==> config.mk <==
export PLATFORM = sky130hd
export DESIGN_NAME = spc_pipe
export DESIGN_NICKNAME = d
export VERILOG_FILES = /design/src/hw/rtl/spc_pipe.sv
export SDC_FILE = /design/constraint.sdc
export NUM_CORES = 1
export LEC_CHECK = 0
export ABC_AREA = 0
export ABC_CLOCK_PERIOD_IN_PS = 950
export BUFFER_PORTS_ARGS = -buffer_cell sky130_fd_sc_hd__buf_2
export CAP_MARGIN = 5
export CORE_AREA = 2 2 39 41
export CTS_CLUSTER_SIZE = 14
export DETAILED_ROUTE_END_ITERATION = 8
export DIE_AREA = 0 0 41 43
export REMOVE_ABC_BUFFERS = 1
export SLEW_MARGIN = 5
export SYNTH_ARGS = -nofsm -noshare
export SYNTH_HDL_FRONTEND = slang
export SYNTH_SLANG_ARGS = --single-unit
==> constraint.sdc <==
create_clock -name aclk -period 0.95 [get_ports aclk]
set_input_delay 0.0475 -clock aclk [delete_from_list [all_inputs] [get_ports aclk]]
set_output_delay 0.0475 -clock aclk [all_outputs]
set_load 0.005 [all_outputs]
==> src/hw/rtl/spc_pipe.sv <==
// Generic stall-aware pipeline stage register with a valid bit.
`default_nettype none
module spc_pipe #(
    parameter int unsigned W = 8
) (
    input  wire logic         aclk,
    input  wire logic         aresetn,
    input  wire logic         en,
    input  wire logic         vin,
    input  wire logic [W-1:0] din,
    output logic              vout,
    output logic [W-1:0]      dout
);
    logic         v_reg;
    logic [W-1:0] d_reg;

    always_ff @(posedge aclk) begin
        if (!aresetn) begin
            v_reg <= 1'b0;
        end else if (en) begin
            v_reg <= vin;
        end
        if (en) begin
            d_reg <= din;
        end
    end

    assign vout = v_reg;
    assign dout = d_reg;
endmodule
`default_nettype wire
==> results of run 1 <==
## cells in the mapped netlist
master,n
nor2b_1,1
mux2i_1,1
dfxtp_1,1
edfxtp_1,8
## how the worst max path moves through the flow
| stage | to | start | depth (start not counted) | slack (ps) |
|---|---|---|---|---|
| 2_1_floorplan | vout | vout | 2 | 380 |
| 3_3_place_gp | vout | en | 3 | 340 |
| 3_5_place_dp | vout | en | 3 | 310 |
| 4_1_cts | dout[7] | dout[7] | 1 | 130 |
| 5_1_grt | dout[3] | dout[3] | 1 | 110 |
| 6_report | dout[7] | dout[7] | 1 | 140 |
## flip-flops by register name, indices dropped and copies added (netlist names)
| register | count |
|---|---|
| vout | 1 |
| dout | 8 |
## final cells by class
class	instances	share of cell area, %
Sequential cell	9	50.7
Tap cell	16	3.90
Timing Repair Buffer	29	37.1
Clock buffer	4	5.12
Multi-Input combinational cell	2	3.17
## where the power goes
part | switching [W] | internal (W)
Clock | 0.000123 | 0.000161
Sequential | 0.00000708 | 0.000464
Combinational | 0.0000335 | 0.0000612
Total | 0.000164 | 0.000686
## worst register-to-register path: cells and delay by family, from the launching register on
| family | cells | cell delay, ps |
|---|---|---|
| muxes | 1 | 120 |
| and+or+nand+nor | 1 | 50 |
| DFF | 1 | 310 |
## per-layer routing
layer | share of wire [%] | global-route usage, %
met1 | 45 | 8.42
met4 | 0 | 6.00
met2 | 38 | 10.6
met3 | 17 | 5.24
met5 | 0 | 0
## logic make-up after synthesis
family | share of synthesized area (%)
simple gates | 2.26
mux | 3.62
flops | 94.1
## repair_timing
item                                    in CTS  in global routing
hold buffers                                 9                  0
endpoints found under the setup margin       0                  0
endpoints found under the hold margin        9                  0
setup buffers                                0                  0
## through the flow
step           area, µm²  total power, W  instances
2_1_floorplan        277        0.000489         11
3_3_place_gp         397        0.000545         47
3_5_place_dp         397        0.000546         47
4_1_cts              513        0.000864         60
5_1_grt              513        0.000896         60
6_report             513        0.000850         60
==> reports/metrics.yaml, run 1 <==
min_path:
  hp-start: "vin"
  min_path_type: "in -> reg"
  whs_endpoint: "vout"
  hold_depth: 3
sta:
  slew-limit-headroom_pct: 85.7
  fin_crit_sh_pct: 85.0
  worst_hold_slack_ps: 50.9
  worst_slack_ps: 143
  finClkSkew_ps: 0
  rsz0062_at_grt: "false"
  maxSlewViolCount: 0
  setup_tns_ps: 0
  hold_violations: 0
  layout_min_cycle_time_ps: 807
  setup_violations: 0
  tightest_slew_ps: 215
  clock.fmax_mhz: 1240
synthesis:
  synth-seq-area-share_pct: 94.1
  postSynthCellCount: 11
  yosys_warnings: 0
  syn_area_per_cell_um2: 25.1
  synth.cell_area_um2: 277
  synth_seq_cells: 9
  ys_types: 4
  synth_area_leader_cell: "edfxtp_1"
  synth_top_cell_area_share_pct: 86.9
  synth_area_leaders: "edfxtp_1 (87%), dfxtp_1 (7.2%), mux2i_1 (3.6%), nor2b_1 (2.3%)"
placed_design:
  place.gp.congestion: 0.569
  port_buffers: 20
  place_ws_ps: 305
cts:
  cts_buffers: 3
  cts_resized: 0
  root_buffer: "clkbuf_4"
  htreeDepth: 1
  clkSinkCount: 9
  path_clk_slew_ps: 60
  insertion_delay_ps: 250
  cts_buffer_depth: 2
  cts_tree: "done"
worst_setup_path:
  cp_top_family: "flip-flops"
  r2r-start: "vout"
  path_class: "reg -> out"
  arrival_ps: 760
  cp_num_buf_inv: 1
  slowest_stage: "edfxtp_1"
  rrSetupSlack_ps: 370
  ff2ff_path_depth: 2
  worstSetupEndpointType: "primary output"
  r2r-end: "vout"
  worstPathCellList: "buf_2"
  critPathMaxStageDelay_ps: 360
  startpoint_type: "flip-flop"
  worstPathMaxFanout: 1
  worstPathRequired_ps: 900
grt:
  grt_antenna_before_repair: 0
  grtUsageTotal_pct: 7.94
  grt_pass1_vias: 225
  grt.overflow.total: 0
  grt_pass1_wl_um: 841
  grt_max_degree: 10
die:
  die_w_um: 41
  rows: 14
  die_area_um2: 1760
  io_pins: 21
  core_area_um2: 1380
  initial_utilization_pct: 20.0
  die_y_um: 43
final_layout:
  antenna_cells: 0
  nets: 57
  post-route-util_pct: 37.1
  final_common_cell: "buf_2"
  layout_common_cells: "buf_2 (20), dlygate4sd3_1 (9), edfxtp_1 (8), clkbuf_4 (3)"
  fill_cells: 134
  drive_above_1_share_pct: 52.3
  multi_input_area_um2: 16.3
  seqCellArea_um2: 260
  syn2layout_area_growth_pct: 85.5
drt:
  drtIter0Drc: 7
  avgRoutedWirePerCell_um: 10.3
  dr.pass1.iters: 2
  via_per_inst: 3.55
  vias: 213
  postRouteAntennaNets: 0
  routed_wl_um: 615
  drc: 0
power:
  power_leakage_nw: 0.227
  p_per_area_nw_per_um2: 1660
  ir_drop_v: 0.000566
run_status:
  outcome: "finished clean"
flow_run:
  maxCapViolCount: 0
No activity file was read; power rests on OpenSTA's default activity.
==> run 2: changes to the inputs <==
Settings changed: ABC_AREA 0 to 1, ABC_CLOCK_PERIOD_IN_PS 950 to 800.
Clock period 0.95 ns to 0.8 ns, I/O delays scaled along.
==> reports/metrics.yaml, run 2 <==
grt:
  grt.overflow.total: 0
  grtUsageTotal_pct: 7.85
  grt_pass1_wl_um: 821
  grt_pass1_vias: 223
  grt_max_degree: 11
  grt_antenna_before_repair: 0
final_layout:
  layout_common_cells: "buf_2 (20), edfxtp_1 (8), dlygate4sd3_1 (8), clkbuf_4 (3), nand2_1 (2)"
  drive_above_1_share_pct: 52.2
  antenna_cells: 0
  post-route-util_pct: 36.7
  largest_reg_flops: 8
  nets: 59
  syn2layout_area_growth_pct: 80.4
  final_common_cell: "buf_2"
die:
  core_area_um2: 1380
  die_y_um: 43
  io_pins: 21
  die_area_um2: 1760
  initial_utilization_pct: 20.3
  die_w_um: 41
  rows: 14
synthesis:
  synth.cell_area_um2: 282
  postSynthCellCount: 14
  synth-compound-area-share_pct: 0
  synth_ff_type: "edfxtp_1"
  yosys.area_share.xor_xnor_pct: 0
  synth_area_leaders: "edfxtp_1 (85%), dfxtp_1 (7.1%), nand2_1 (2.7%), nor2_2 (2.2%), inv_1 (1.3%)"
  synth_area_leader_cell: "edfxtp_1"
  synth_edf_count: 8
  synth-simple-area-share_pct: 6.22
  muxShareOfSynthArea_pct: 0
  synth_top_cell_area_share_pct: 85.3
  synth_seq_cells: 9
  syn_area_per_cell_um2: 20.1
  async_flop_share_pct: 0
  synth_top_family_by_area: "simple AND/OR/NAND/NOR gates"
  synthTopCellsByCount: "edfxtp_1 (8), nand2_1 (2)"
  ys_types: 6
  synth-seq-area-share_pct: 92.4
  yosys_warnings: 0
  yosysMostFrequentCell: "edfxtp_1"
  synthAdderAreaFrac_pct: 0
worst_setup_path:
  worstPathMaxFanout: 1
  cp_top_family: "flip-flops"
  r2r-end: "vout"
  worstSetupEndpointType: "primary output"
  path_class: "reg -> out"
  slowest_stage: "edfxtp_1"
  worstPathRequired_ps: 760
  worstPathCellList: "buf_2"
  startpoint_type: "flip-flop"
  critical_path.startpoint: "dout[6]"
  ff2ff_path_depth: 2
  rrSetupSlack_ps: 220
  cp_num_buf_inv: 1
  arrival_ps: 760
  r2r-start: "vout"
  critPathMaxStageDelay_ps: 370
cts:
  insertion_delay_ps: 260
  root_buffer: "clkbuf_4"
  cts_buffers: 3
  cts_setup_buffers: 0
  clkSinkCount: 9
  path_clk_slew_ps: 60
  htreeDepth: 1
  cts_tree: "done"
  cts_resized: 0
  cts_buffer_depth: 2
placed_design:
  port_buffers: 20
  place.gp.congestion: 0.701
  dp_hpwl_um: 424
drt:
  drc: 0
  postRouteAntennaNets: 0
  dr.pass1.iters: 1
  routed_wl_um: 609
  avgRoutedWirePerCell_um: 9.82
  vias: 218
  via_per_inst: 3.52
  drtIter0Drc: 0
min_path:
  hp-start: "aresetn"
  whs_endpoint: "vout"
  hold_depth: 3
  min_path_type: "in -> reg"
power:
  seqPwrFrac_pct: 54.9
  p_per_area_nw_per_um2: 2010
  p_int_w: 0.000813
  clkPwrFrac_pct: 34.2
  switchingPower_w: 0.000207
  ir_drop_v: 0.000865
  power_leakage_nw: 0.229
  switching_share_pct: 20.3
  combPwrFrac_pct: 10.9
sta:
  maxSlewViolCount: 0
  fin_crit_sh_pct: 100
  setup_violations: 1
  hold_violations: 0
  worst_hold_slack_ps: 12.1
  finClkSkew_ps: 0
  tightest_slew_ps: 215
  layout_min_cycle_time_ps: 803
  slew-limit-headroom_pct: 85.6
  rsz0062_at_grt: "true"
  worst_slack_ps: -2.89
  clock.fmax_mhz: 1250
run_status:
  violations: "negative setup slack"
  outcome: "finished with violations"
flow_run:
  maxCapViolCount: 0
run 2: cells by family after synthesis:
| logic type | after synthesis |
|---|---|
| simple gates | 4 |
| flops | 9 |
| buf+inv | 1 |
run 2: per-layer routing:
layer	global-route usage (%)	wire length (µm)	vias to the layer above
met5	0	0	-
met4	6.00	0	0
met3	6.81	92	0
met2	10.3	228	21
met1	7.43	288	84
li1	-	-	113
run 2: timing repair:
item | in CTS | in global routing
endpoints found under the hold margin | 8 | 0
hold buffers | 8 | 0
endpoints found under the setup margin | 3 | 8
run 2: final cells by class:
cell class	instances	area (µm²)
inverter	1	3.75
timing repair buffer	28	180
sequential	9	260
tap	16	20.0
clock buffer	4	26.3
fill	141	876
multi-input combinational	4	17.5
run 2: worst max path at each step:
stage               slack, ps      end  cells after the start
floorplan                 230     vout                      2
global placement          240     vout                      2
CTS                       -10  dout[6]                      1
detailed placement        230  dout[4]                      1
global route              -40  dout[6]                      1
finish                     -3  dout[6]                      1
run 2: power groups by stage:
stage / Sequential (W) / Combinational, W / Clock, W
2_1_floorplan: 0.000577 / 0.00000770 / 0
3_3_place_gp: 0.000571 / 0.0000786 / 0
3_5_place_dp: 0.000570 / 0.0000824 / 0
4_1_cts: 0.000560 / 0.000112 / 0.000358
5_1_grt: 0.000563 / 0.000124 / 0.000379
6_report: 0.000559 / 0.000111 / 0.000349
run 2: stage by stage:
| stage | std cells | total power [W] | worst slack [ps] | TNS (ps) | instance area (µm²) |
|---|---|---|---|---|---|
| 3_3_place_gp | 50 | 0.000649 | 236 | 0 | 402 |
| 4_1_cts | 62 | 0.00103 | -13.6 | -27.2 | 508 |
| 6_report | 62 | 0.00102 | -2.89 | -2.89 | 508 |
| 5_1_grt | 62 | 0.00107 | -40.4 | -175 | 508 |
| 2_1_floorplan | 14 | 0.000585 | 228 | 0 | 282 |
| 3_5_place_dp | 50 | 0.000652 | 226 | 0 | 402 |
